<file path="config.mk">
export PLATFORM = sky130hd
export DESIGN_NAME = lsh_ctrl
export DESIGN_NICKNAME = d
export VERILOG_FILES = /design/src/rtl/lsh_pkg.sv /design/src/rtl/lsh_ctrl.sv
export SDC_FILE = /design/constraint.sdc
export NUM_CORES = 1
export LEC_CHECK = 0
export ABC_AREA = 1
export ABC_CLOCK_PERIOD_IN_PS = 3010
export BUFFER_PORTS_ARGS = -buffer_cell sky130_fd_sc_hd__buf_2
export CAP_MARGIN = 20
export CELL_PAD_IN_SITES_DETAIL_PLACEMENT = 1
export CELL_PAD_IN_SITES_GLOBAL_PLACEMENT = 1
export CORE_UTILIZATION = 47
export CTS_BUF_LIST = sky130_fd_sc_hd__clkbuf_4 sky130_fd_sc_hd__clkbuf_8
export CTS_CLUSTER_DIAMETER = 30
export CTS_CLUSTER_SIZE = 20
export DETAILED_ROUTE_END_ITERATION = 12
export GPL_ROUTABILITY_DRIVEN = 0
export HOLD_SLACK_MARGIN = 0.08
export PLACE_DENSITY = 0.95
export SYNTH_ARGS = -nofsm -noshare
export SYNTH_HDL_FRONTEND = slang
export SYNTH_SLANG_ARGS = --single-unit
</file>
<file path="constraint.sdc">
create_clock -name clk_i -period 3.01 [get_ports clk_i]
set_clock_uncertainty 0.15 [all_clocks]
set_input_delay 0 -clock clk_i [delete_from_list [all_inputs] [get_ports clk_i]]
set_output_delay 0 -clock clk_i [all_outputs]
set_load 0.05 [all_outputs]
</file>
<file path="src/rtl/lsh_pkg.sv">
// ----------------------------------------------------------------------------
// Latency statistics histogram package
// Shared widths, action codes, datapath operations and port structures.
// ----------------------------------------------------------------------------
package lsh_pkg;

  localparam int unsigned BINS    = 1024;
  localparam int unsigned BIN_W   = $clog2(BINS);
  localparam int unsigned SMP_W   = 32;
  localparam int unsigned CNT_W   = 48;
  localparam int unsigned TOT_W   = 64;
  localparam int unsigned SPR_W   = 64;
  localparam int unsigned FRAC_W  = 16;
  localparam int unsigned IDX_W   = 10;
  localparam int unsigned ACT_W   = 2;
  localparam int unsigned FRAC_SH = 16;
  localparam int unsigned SUM_W   = CNT_W + BIN_W + 1;
  localparam int unsigned D_W     = CNT_W + BIN_W;
  localparam int unsigned HALF_W  = CNT_W / 2;
  localparam int unsigned PROD_W  = 2 * CNT_W;
  localparam int unsigned STEP_W  = 6;
  localparam int unsigned SBIT_W  = $clog2(SMP_W);

  localparam logic [STEP_W-1:0] DIV_FIRST = STEP_W'(CNT_W - 1);
  localparam logic [STEP_W-1:0] MUL_FIRST = STEP_W'(4);
  localparam logic [STEP_W-1:0] SCL_FIRST = STEP_W'(SMP_W - 1);

  localparam logic [ACT_W-1:0] ACT_ADD  = 2'd0;
  localparam logic [ACT_W-1:0] ACT_READ = 2'd1;
  localparam logic [ACT_W-1:0] ACT_PCT  = 2'd2;
  // Unused code: the request changes nothing and returns the statistics.
  localparam logic [ACT_W-1:0] ACT_NONE = 2'd3;

  localparam logic [CNT_W-1:0] CNT_MAX = '1;

  typedef enum logic [4:0] {
    OP_NONE, OP_CLEAR, OP_LOAD, OP_ADD_PRE, OP_DIV, OP_MEAN, OP_MUL, OP_SPREAD,
    OP_BIN_ISSUE, OP_BIN_WRITE, OP_RD_ISSUE, OP_RD_USE, OP_SUM_INIT, OP_SUM_ISSUE,
    OP_SUM_ACC, OP_GOAL_MUL, OP_GOAL_ADD, OP_WALK_ISSUE, OP_WALK_USE, OP_SCALE,
    OP_PUBLISH
  } lsh_op_e;

  typedef struct packed {
    lsh_op_e op;
  } lsh_cmd_t;

  typedef struct packed {
    logic idx_last;
    logic step_last;
    logic lim_zero;
    logic bin_over;
    logic walk_hit;
  } lsh_stat_t;

  typedef struct packed {
    logic [CNT_W-1:0]  sample_count;
    logic [TOT_W-1:0]  sample_total;
    logic [SMP_W-1:0]  sample_min;
    logic [SMP_W-1:0]  sample_max;
    logic [CNT_W-1:0]  running_mean;
    logic [SPR_W-1:0]  squared_spread;
    logic [CNT_W-1:0]  over_count;
    logic [CNT_W-1:0]  bin_value;
    logic [SMP_W-1:0]  percentile_value;
    logic              percentile_found;
  } lsh_rsp_t;

  function automatic logic [CNT_W-1:0] sat_inc(input logic [CNT_W-1:0] x);
    return (x == CNT_MAX) ? x : x + 1'b1;
  endfunction

endpackage

</file>
<file path="src/rtl/lsh_ctrl.sv">
// ----------------------------------------------------------------------------
// Latency statistics histogram controller
// Sequences the datapath operations for each request and owns the handshakes.
// ----------------------------------------------------------------------------
module lsh_ctrl (
  input  logic                      clk_i,
  input  logic                      rst_ni,
  input  logic                      in_valid_i,
  input  logic [lsh_pkg::ACT_W-1:0] in_action_i,
  output logic                      in_ready_o,
  input  logic                      out_ready_i,
  output logic                      out_valid_o,
  input  lsh_pkg::lsh_stat_t        stat_i,
  output lsh_pkg::lsh_cmd_t         cmd_o
);

  typedef enum logic [20:0] {
    S_CLEAR      = 21'h000001,
    S_IDLE       = 21'h000002,
    S_ADD_PRE    = 21'h000004,
    S_DIV_MEAN   = 21'h000008,
    S_MEAN       = 21'h000010,
    S_MUL        = 21'h000020,
    S_SPREAD     = 21'h000040,
    S_DIV_BIN    = 21'h000080,
    S_BIN_ISSUE  = 21'h000100,
    S_BIN_WRITE  = 21'h000200,
    S_RD_ISSUE   = 21'h000400,
    S_RD_USE     = 21'h000800,
    S_SUM_INIT   = 21'h001000,
    S_SUM_ISSUE  = 21'h002000,
    S_SUM_ACC    = 21'h004000,
    S_GOAL_MUL   = 21'h008000,
    S_GOAL_ADD   = 21'h010000,
    S_WALK_ISSUE = 21'h020000,
    S_WALK_USE   = 21'h040000,
    S_SCALE      = 21'h080000,
    S_DONE       = 21'h100000
  } lsh_state_e;

  lsh_state_e state_q, state_d;
  logic       out_valid_q, out_valid_d;
  logic       accept;
  logic       publish;

  assign in_ready_o  = (state_q == S_IDLE);
  assign accept      = in_ready_o && in_valid_i;
  assign publish     = (state_q == S_DONE) && (!out_valid_q || out_ready_i);
  assign out_valid_o = out_valid_q;

  always_comb begin
    state_d    = state_q;
    cmd_o.op   = lsh_pkg::OP_NONE;
    unique case (state_q)
      S_CLEAR: begin
        cmd_o.op = lsh_pkg::OP_CLEAR;
        if (stat_i.idx_last) state_d = S_IDLE;
      end
      S_IDLE: begin
        if (accept) begin
          cmd_o.op = lsh_pkg::OP_LOAD;
          if (in_action_i == lsh_pkg::ACT_ADD) begin
            state_d = S_ADD_PRE;
          end else if (in_action_i == lsh_pkg::ACT_READ) begin
            state_d = S_RD_ISSUE;
          end else if (in_action_i == lsh_pkg::ACT_PCT) begin
            state_d = S_SUM_INIT;
          end else begin
            state_d = S_DONE;
          end
        end
      end
      S_ADD_PRE: begin
        cmd_o.op = lsh_pkg::OP_ADD_PRE;
        state_d  = S_DIV_MEAN;
      end
      S_DIV_MEAN: begin
        cmd_o.op = lsh_pkg::OP_DIV;
        if (stat_i.step_last) state_d = S_MEAN;
      end
      S_MEAN: begin
        cmd_o.op = lsh_pkg::OP_MEAN;
        state_d  = S_MUL;
      end
      S_MUL: begin
        cmd_o.op = lsh_pkg::OP_MUL;
        if (stat_i.step_last) state_d = S_SPREAD;
      end
      S_SPREAD: begin
        cmd_o.op = lsh_pkg::OP_SPREAD;
        state_d  = stat_i.lim_zero ? S_DONE : S_DIV_BIN;
      end
      S_DIV_BIN: begin
        cmd_o.op = lsh_pkg::OP_DIV;
        if (stat_i.step_last) state_d = S_BIN_ISSUE;
      end
      S_BIN_ISSUE: begin
        cmd_o.op = lsh_pkg::OP_BIN_ISSUE;
        state_d  = stat_i.bin_over ? S_DONE : S_BIN_WRITE;
      end
      S_BIN_WRITE: begin
        cmd_o.op = lsh_pkg::OP_BIN_WRITE;
        state_d  = S_DONE;
      end
      S_RD_ISSUE: begin
        cmd_o.op = lsh_pkg::OP_RD_ISSUE;
        state_d  = S_RD_USE;
      end
      S_RD_USE: begin
        cmd_o.op = lsh_pkg::OP_RD_USE;
        state_d  = S_DONE;
      end
      S_SUM_INIT: begin
        cmd_o.op = lsh_pkg::OP_SUM_INIT;
        state_d  = S_SUM_ISSUE;
      end
      S_SUM_ISSUE: begin
        cmd_o.op = lsh_pkg::OP_SUM_ISSUE;
        state_d  = S_SUM_ACC;
      end
      S_SUM_ACC: begin
        cmd_o.op = lsh_pkg::OP_SUM_ACC;
        state_d  = stat_i.idx_last ? S_GOAL_MUL : S_SUM_ISSUE;
      end
      S_GOAL_MUL: begin
        cmd_o.op = lsh_pkg::OP_GOAL_MUL;
        state_d  = S_GOAL_ADD;
      end
      S_GOAL_ADD: begin
        cmd_o.op = lsh_pkg::OP_GOAL_ADD;
        state_d  = S_WALK_ISSUE;
      end
      S_WALK_ISSUE: begin
        cmd_o.op = lsh_pkg::OP_WALK_ISSUE;
        state_d  = S_WALK_USE;
      end
      S_WALK_USE: begin
        cmd_o.op = lsh_pkg::OP_WALK_USE;
        if (stat_i.walk_hit) begin
          state_d = S_SCALE;
        end else if (stat_i.idx_last) begin
          state_d = S_DONE;
        end else begin
          state_d = S_WALK_ISSUE;
        end
      end
      S_SCALE: begin
        cmd_o.op = lsh_pkg::OP_SCALE;
        if (stat_i.step_last) state_d = S_DONE;
      end
      S_DONE: begin
        if (publish) begin
          cmd_o.op = lsh_pkg::OP_PUBLISH;
          state_d  = S_IDLE;
        end
      end
      default: state_d = S_CLEAR;
    endcase
  end

  always_comb begin
    if (publish) begin
      out_valid_d = 1'b1;
    end else if (out_ready_i) begin
      out_valid_d = 1'b0;
    end else begin
      out_valid_d = out_valid_q;
    end
  end

  always_ff @(posedge clk_i or negedge rst_ni) begin
    if (!rst_ni) begin
      state_q     <= S_CLEAR;
      out_valid_q <= 1'b0;
    end else begin
      state_q     <= state_d;
      out_valid_q <= out_valid_d;
    end
  end

endmodule

</file>
# Yosys cells after proc, flatten, opt, wreduce, memory -nomap -nowiden
# Cells that the tools add are included.
[op_classes]
eq_ne = 30
mux = 21
reduce_logical = 9
[ops]
columns = ["op", "count"]
rows = [
  ["$pmux 21 s20", 1],
  ["$mux 21", 14],
  ["$pmux 5 s20", 1],
  ["$eq 21x1->1 const B", 1],
  ["$eq 21x10->1 const B", 1],
  ["$eq 21x11->1 const B", 1],
  ["$eq 21x12->1 const B", 1],
  ["$eq 21x13->1 const B", 1],
  ["$eq 21x14->1 const B", 1],
  ["$eq 21x15->1 const B", 1],
  ["$eq 21x16->1 const B", 1],
  ["$eq 21x17->1 const B", 1],
  ["$eq 21x18->1 const B", 1],
  ["$eq 21x19->1 const B", 1],
  ["$eq 21x2->1 const B", 1],
  ["$eq 21x20->1 const B", 1],
  ["$eq 21x21->1 const B", 1],
  ["$eq 21x3->1 const B", 1],
  ["$eq 21x4->1 const B", 1],
  ["$eq 21x5->1 const B", 1],
  ["$eq 21x6->1 const B", 1],
  ["$eq 21x7->1 const B", 1],
  ["$eq 21x8->1 const B", 1],
  ["$eq 21x9->1 const B", 1],
  ["15 further kinds", 23],
]
[totals]
reg_bits = 22
inputBits = 11
out_inout_bits = 7
elab_cells = 62

# Longest topological paths before layout
# Gate-level depths: netlist (run 1).
[logic_depth]
ltp_word = 6
ltp_mapped = 12
mapped_depth_nobuf = 12

# Worst setup path before layout (run 1)
# No wires, ideal clock.
[synth_timing]
path_type = "reg2out"
from = "reg state_q[7]"
to = "out cmd_o[1] in the netlist's numbering"
t_arrival_ps = 1789
required_time_ps = 2860
path_slack_ps = 1071
stages_incl_launch_ff = 8
n_path_buf = 0
cell_sequence = "dfrtp_1 nor2_4 nand2_2 nor2_1 nand3_1 inv_1 a21oi_1 nand3_1"
[synth_lines]
columns = ["item", "line_no", "rtl"]
rows = [
  ["from (decl)", "lsh_ctrl.sv:41", "lsh_state_e state_q, state_d;"],
  ["from (signal assigned)", "lsh_ctrl.sv:176", "state_q <= state_d;"],
  ["to (decl)", "lsh_ctrl.sv:14", "output lsh_pkg::lsh_cmd_t cmd_o"],
]

# Final worst setup path (run 1)
[layout_timing]
from = "reg state_q[16]"
to = "reg state_q[7]"
[layout_between]
elab_chain_len = 4
elab_cells_between_ends = 33
classes_between = "28 x eq/ne; 1 x mux; 4 x reduce/logical"
[layout_lines]
columns = ["item", "line_no"]
rows = [
  ["$eq 21x21->1 / $eq 21x2->1 (equally long branches)", "lsh_ctrl.sv:48, lsh_ctrl.sv:54, lsh_ctrl.sv:46"],
  ["$logic_and 1x1->1, on equally long branches", "lsh_ctrl.sv:48, lsh_ctrl.sv:47"],
  ["$ne 2x2->1 (no source line) / $ne 2x1->1 (equally long branches)", "-"],
  ["$reduce_and 7->1 (no source line)", "-"],
]
# Several ways; a longest one is shown, not always the timed one.
# A chain may end at the register's enable or synchronous reset.

==> impl_results.md, run 1 <==
* Outcome: finished, final reports clean
* Crit start category: flip-flop
* Final Hold Vio Count at 0
* Vias in the first global route at between 1500 and 2000
* Final Critical Period at ~2400 ps
* Post_cts resized at 0
* CP Class: flip-flop to flip-flop
* H-tree Lvls at 1
* Cell taking the most area after synthesis: dfrtp_1
* Layout cells sized above 1 at 0.218
* Share of the synthesized area in the top cell type at 0.325
* Hold Crit Class: primary input to flip-flop
* Hpwl dp at roughly 3800 microns
* Critical-path maximum fanout at 10
* Hold WS at between 200 and 250 ps
* Clock Latency Late Sink at approximately 340 ps
* Arr. time, crit path at around 2600 ps
* Wire per inst at 17.5 microns
* Global route overflow at 0
* Post-synth EDFFs at 0
* Pint at 554 uW
* Setup Fix Bufs, Post-CTS at 0
* Reg2Reg Setup Slack at just under 600 ps
* Core area at about 3200 sq um
* Inserted Clock Buffers at 3
* Initial antenna violation count at 0
* PortBufs at 17
* Via Count at 1704
* Count of different cell masters after synthesis at 28
* Comb power frac at 0.535
* Max-Cap Viols at 0
* Clk sinks at 22
* Reg power frac at 0.312
* Pin count of the biggest net entering global routing at 22
* Sum Neg Setup Slack at 0 ps
* Dominant cell by count in the synthesized netlist: nand2_1
* Sw Ratio at 0.497
* Final max-slew violation count at 0
* Die X at just over 60 microns
* Global-route usage over all layers at 0.336
* Slew margin rel. at 0.749
* Total length of routed wires at between 5000 and 6000 microns
* First-pass GRT wire length at roughly 8500 microns
* Row count at 20
* Post-Syn Nets at 240
* Clock Pin Slew Worst Setup and Hold Paths at between 100 and 150 ps
* Period utilization at 0.804
* Mux cell area share after synthesis at 0
* DR DRC count at 0
* DR pass1 iterations at 4
* Pwr dens at between 500 and 600 nW/um^2
* Synth cell count leaders: 56 x nand2_1, 39 x nor2_1, 31 x inv_1, 21 x dfrtp_1, 17 x nand3_1
* Mapped Cells at about 230
* Critical Path End Type: flip-flop
* Largest family of logic cells by synthesized area: simple AND/OR/NAND/NOR gates
* Diodes inserted at 0
* Syn Area/Cell at 7.05 sq um
* Die Area at roughly 3700 sq um
* Crit path required time at between 3000 and 4000 ps
* #FFs+latches synth at 22
* Clk root buf: clkbuf_4
* Synth area leaders: dfrtp_1 33%, nand2_1 13%, nor2_1 9.1%
* Initial Util at 0.512
* Mapped cell area at around 1600 sq um
* Peak supply drop at 327 uV
* Post-synth ARST share at 1.00
* P&R area growth vs syn at 21.5%
* CTS tree: done
* Simple-gate share of the synthesized area at 0.509
* Ys flop type: dfrtp_1
* DR vias/cell at 5.50
* Clock power frac at 0.153
* Setup-failing EPs final at 0
* RSZ-0062 raised after global routing: false
* Die Span Y at approximately 61 microns
* Maximum clock frequency at 413 MHz
* Overall power at approximately 1100 uW
* Final core utilization at 0.623
* Compound-cell area share of the yosys netlist at 0.0643
* Max clock buf depth at 2
* Sequential fraction of the synthesis area at 0.342
* Num ports at 18
* XOR/XNOR share of the synthesized area at 0
* DR iter-0 viols at 96
* Least-Margin Pin Slew at roughly 370 ps
* Nets at 278
* Switching power at around 550 uW
* Lkg Pwr at 0.00110 uW
* Syn. warnings at 0
* Post-Synth Adder-Cell Area at 0
* Post-route ant nets at 0
[layer usage]
layer | track usage | vias to the layer above | wire (microns)
met5 | 0 | - | 0
met3 | 0.0533 | 7 | 311
met2 | 0.615 | 56 | 2810
met4 | 0.120 | 0 | 93
met1 | 0.396 | 843 | 2210
li1 | - | 798 | -
[flip-flops by register name, indices dropped and copies added (netlist names)]
register and count:
state_q 21, out_valid_o 1
[power by group through the flow]
stage / clock [uW] / sequential (uW) / combinational (uW)
6_report: 169 / 344 / 589
5_1_grt: 179 / 347 / 629
4_1_cts: 171 / 344 / 572
3_5_place_dp: 0 / 349 / 555
3_3_place_gp: 0 / 348 / 535
2_1_floorplan: 0 / 349 / 422
[worst max-delay path, stage by stage, from the launching register on]
cell	delay [ps]
dfrtp_1	450
nor2_4	170
nand2_1	140
nor2_4	220
nand2_4	90
inv_6	110
nand3_2	110
nand2_2	100
nor2_4	50
nand2_8	120
nand2_1	60
o21ai_1	70
dlygate4sd3_1	550
[cell type report]
cell class / count / area (sq um)
Tap cell: 44 / 55.1
Sequential cell: 22 / 552
Timing Repair Buffer: 33 / 263
Inverter: 34 / 138
Multi-Input combinational cell: 173 / 926
Clock buffer: 4 / 30.0
Fill cell: 423 / 1190
[worst paths after layout]
kind | from | endpoint | cells after the start
worst max-delay path | state_q[16]$_DFFE_PN0P_ | state_q[7]$_DFFE_PN0P_ | 12
worst min-delay path | stat_i[1] | state_q[9]$_DFFE_PN0P_ | 3
worst max register to register | state_q[16]$_DFFE_PN0P_ | state_q[7]$_DFFE_PN0P_ | 12
worst min register to register | out_valid_o$_DFFE_PN0P_ | out_valid_o$_DFFE_PN0P_ | 2
max in group asynchronous | rst_ni | state_q[9]$_DFFE_PN0P_ | 5
min in group asynchronous | rst_ni | state_q[0]$_DFFE_PN1P_ | 3
[kinds of logic (layout without fill, tap and decap cells)]
logic type,count (synthesis),count (layout)
compound gates,17,17
buf+inv,34,71
flops,22,22
simple gates,156,156
[cells in the final DEF, fill, tap and decap left out, types with 5 or more instances in the layout]
master,instances
dfrtp_1,21
dlygate4sd3_1,15
nor2_4,9
buf_2,17
nand3_1,17
o21ai_0,5
nor3_1,5
nand2_1,56
nand4_1,6
nor2_2,5
nor2_1,39
inv_1,31
[stage by stage]
stage	instances	instance area (sq um)	setup WS, ps
after CTS	309	1940	644
after floorplan	229	1620	1070
after global routing	310	1960	477
after detailed placement	290	1760	1080
final	310	1960	589
after global placement	290	1760	1120
[timing repair]
action / 4_1_cts / 5_1_grt
hold buffers: 15 / 0
setup endpoints to repair: 0 / 0
endpoints found under the hold margin: 40 / 0
No activity file was read; power rests on OpenSTA's default activity.
==> inputs of run 2 (changes only) <==
--- a/config.mk
+++ b/config.mk
@@ -6,19 +6,19 @@
 export NUM_CORES = 1
 export LEC_CHECK = 0
 export ABC_AREA = 1
-export ABC_CLOCK_PERIOD_IN_PS = 3010
+export ABC_CLOCK_PERIOD_IN_PS = 2500
 export BUFFER_PORTS_ARGS = -buffer_cell sky130_fd_sc_hd__buf_2
 export CAP_MARGIN = 20
 export CELL_PAD_IN_SITES_DETAIL_PLACEMENT = 1
 export CELL_PAD_IN_SITES_GLOBAL_PLACEMENT = 1
-export CORE_UTILIZATION = 47
+export CORE_UTILIZATION = 44
 export CTS_BUF_LIST = sky130_fd_sc_hd__clkbuf_4 sky130_fd_sc_hd__clkbuf_8
 export CTS_CLUSTER_DIAMETER = 30
 export CTS_CLUSTER_SIZE = 20
 export DETAILED_ROUTE_END_ITERATION = 12
 export GPL_ROUTABILITY_DRIVEN = 0
 export HOLD_SLACK_MARGIN = 0.08
-export PLACE_DENSITY = 0.95
+export PLACE_DENSITY = 0.91
 export SYNTH_ARGS = -nofsm -noshare
 export SYNTH_HDL_FRONTEND = slang
 export SYNTH_SLANG_ARGS = --single-unit
==> constraint.sdc (replaced) <==
create_clock -name clk_i -period 2.5 [get_ports clk_i]
set_clock_uncertainty 0.15 [all_clocks]
set_input_delay 0 -clock clk_i [delete_from_list [all_inputs] [get_ports clk_i]]
set_output_delay 0 -clock clk_i [all_outputs]
set_load 0.05 [all_outputs]
==> impl_results.md, run 2 (synthesis results as in run 1) <==
* Outcome: finished, final reports clean (unchanged)
* Via Count at 1729 (was 1704)
* Hold Crit Class: primary input to flip-flop (unchanged)
* CTS tree: done (unchanged)
* Lkg Pwr at 0.00115 uW (was 0.00110 uW)
* DR iter-0 viols at 67 (was 96)
* Clk root buf: clkbuf_4 (unchanged)
* Reg power frac at 0.286 (was 0.312)
* Die X at 62.6 microns (was 60.6 microns)
* Reg2reg path depth at 10 (was 12)
* Clock Pin Slew Worst Setup and Hold Paths at 140 ps (was 130 ps)
* DR DRC count at 0 (unchanged)
* Reg2Reg Setup Slack at 70 ps (was 590 ps)
* Layout cells sized above 1 at 0.237 (was 0.218)
* Placed cells at 292 (was 290)
* Clk sinks at 22 (unchanged)
* HP Start: stat_i[1] (unchanged)
* Inserted Clock Buffers at 3 (unchanged)
* Largest register FFs at 21 (unchanged)
* DR pass1 iterations at 4 (unchanged)
* First-pass GRT wire length at 8800 microns (was 8480 microns)
* Commonest non-fill, non-tap cells in the layout: 56 x nand2_1, 38 x nor2_1, 31 x inv_1, 20 x dfrtp_1, 17 x buf_2 (was 56 x nand2_1, 39 x nor2_1, 31 x inv_1, 21 x dfrtp_1)
* Setup-failing EPs final at 0 (unchanged)
* Final Hold Vio Count at 0 (unchanged)
* Crit start category: flip-flop (unchanged)
* Hold WS at 217 ps (was 219 ps)
* Post-route insts no fill at 317 (was 310)
* Hold Path Depth at 3 (unchanged)
* DR vias/cell at 5.45 (was 5.50)
* Die Span Y at 62.6 microns (was 60.6 microns)
* H-tree Lvls at 1 (unchanged)
* Final max-slew violation count at 0 (unchanged)
* Pint at 786 uW (was 554 uW)
* Switching power at 682 uW (was 548 uW)
* Vias in the first global route at 1792 (unchanged)
* CP Class: flip-flop to output port (was flip-flop to flip-flop)
* CP startpoint: state_q[1]$_DFFE_PN0P_ (was state_q[16]$_DFFE_PN0P_)
* Global route overflow at 0 (unchanged)
* Reg2reg start: state_q[1]$_DFFE_PN0P_ (was state_q[16]$_DFFE_PN0P_)
* Most common cell after layout, fill and taps aside: nand2_1 (unchanged)
* Max-Cap Viols at 0 (unchanged)
* Slew margin rel. at 0.686 (was 0.749)
* Period utilization at 0.973
* Num ports at 18 (unchanged)
* Critical-path maximum fanout at 8 (was 10)
* Least-Margin Pin Slew at 466 ps (was 373 ps)
* Wire per inst at 18.2 microns (was 17.5 microns)
* Die Area at 3920 sq um (was 3680 sq um)
* Comb power frac at 0.516 (was 0.535)
* P&R area growth vs syn at 27.2% (was 21.5%)
* PortBufs at 17 (unchanged)
* Row count at 21 (was 20)
* Max clock buf depth at 2 (unchanged)
* Critical Path End Type: output port (was flip-flop)
* Final Critical Period at between 2000 and 2500 ps
* Total length of routed wires at 5770 microns (was 5430 microns)
* Pin count of the biggest net entering global routing at 22 (unchanged)
* Initial antenna violation count at 1 (was 0)
* Peak supply drop at 558 uV (was 327 uV)
* Clock Latency Late Sink at 330 ps (was 340 ps)
* Initial Util at 0.473 (was 0.512)
* Fill count at 455 (was 423)
* Register name with the most flops: state_q (unchanged)
* Global-route usage over all layers at 0.295 (was 0.336)
* Pwr dens at 715 nW/um^2 (was 561 nW/um^2)
* Maximum clock frequency at roughly 400 MHz
* Post-route ant nets at 0 (unchanged)
* RSZ-0062 raised after global routing: true (was false)
* Hpwl dp at 3810 microns (about the same)
* Arr. time, crit path at 2280 ps (was 2570 ps)
* Sw Ratio at 0.464 (was 0.497)
* Clock power frac at 0.199 (was 0.153)
* Core area at 3420 sq um (was 3150 sq um)
* Nets at 282 (was 278)
* Crit path required time at 2350 ps (was 3160 ps)
run 2: power by group through the flow:
stage | Clock, uW | Sequential, uW | Combinational, uW
final | 291 | 419 | 757
after global routing | 302 | 421 | 808
after CTS | 287 | 418 | 696
after detailed placement | 0 | 422 | 648
after global placement | 0 | 422 | 630
after floorplan | 0 | 420 | 509
run 2: repair_timing:
item,CTS,global route
hold endpoints to repair,40,0
gates resized for setup,0,7
hold buffers,17,0
setup endpoints to repair,0,8
setup buffers,0,2
run 2: layout make-up:
class / instances / area (sq um) / area share
Antenna cell: 1 / 2.50 / 0.00122
Clock buffer: 3 / 22.5 / 0.0110
Clock inverter: 1 / 30.0 / 0.0146
Inverter: 34 / 138 / 0.0670
Multi-Input combinational cell: 173 / 951 / 0.463
Sequential cell: 22 / 553 / 0.269
Tap cell: 46 / 57.6 / 0.0280
Timing Repair Buffer: 37 / 300 / 0.146
run 2: stage by stage:
step | instance area (sq um) | total power, uW | utilization | setup WS [ps] | setup TNS [ps]
2_1_floorplan | 1620 | 928 | - | 561 | 0
6_report | 2050 | 1470 | 0.601 | 68.5 | 0
3_3_place_gp | 1760 | 1050 | 0.515 | 500 | 0
5_1_grt | 2050 | 1530 | 0.601 | -29.6 | -59.9
4_1_cts | 1980 | 1400 | 0.580 | 38.9 | 0
3_5_place_dp | 1760 | 1070 | 0.515 | 481 | 0
run 2: per-layer routing:
| metal | track usage | vias to the layer above | part of all wire |
|---|---|---|---|
| met5 | 0 | - | 0 |
| met4 | 0.119 | 0 | 0.032 |
| met3 | 0.0328 | 19 | 0.041 |
| met2 | 0.524 | 57 | 0.52 |
| met1 | 0.361 | 847 | 0.40 |
| li1 | - | 806 | - |
run 2: critical path, cell delays in order, from the launching register on:
cell and delay [ps]:
dfrtp_1 450, nor2_2 160, nand2_2 150, nor2_4 270, buf_4 160, nand3_1 180, nand4_1 160, nor2_1 60
nand3_1 80, buf_2 270
run 2: worst paths after layout:
check                                         end
setup / recovery                         cmd_o[0]
hold / removal             state_q[9]$_DFFE_PN0P_
setup reg to reg           state_q[7]$_DFFE_PN0P_
hold reg to reg            state_q[0]$_DFFE_PN1P_
max in group asynchronous  state_q[7]$_DFFE_PN0P_
min in group asynchronous  state_q[0]$_DFFE_PN1P_
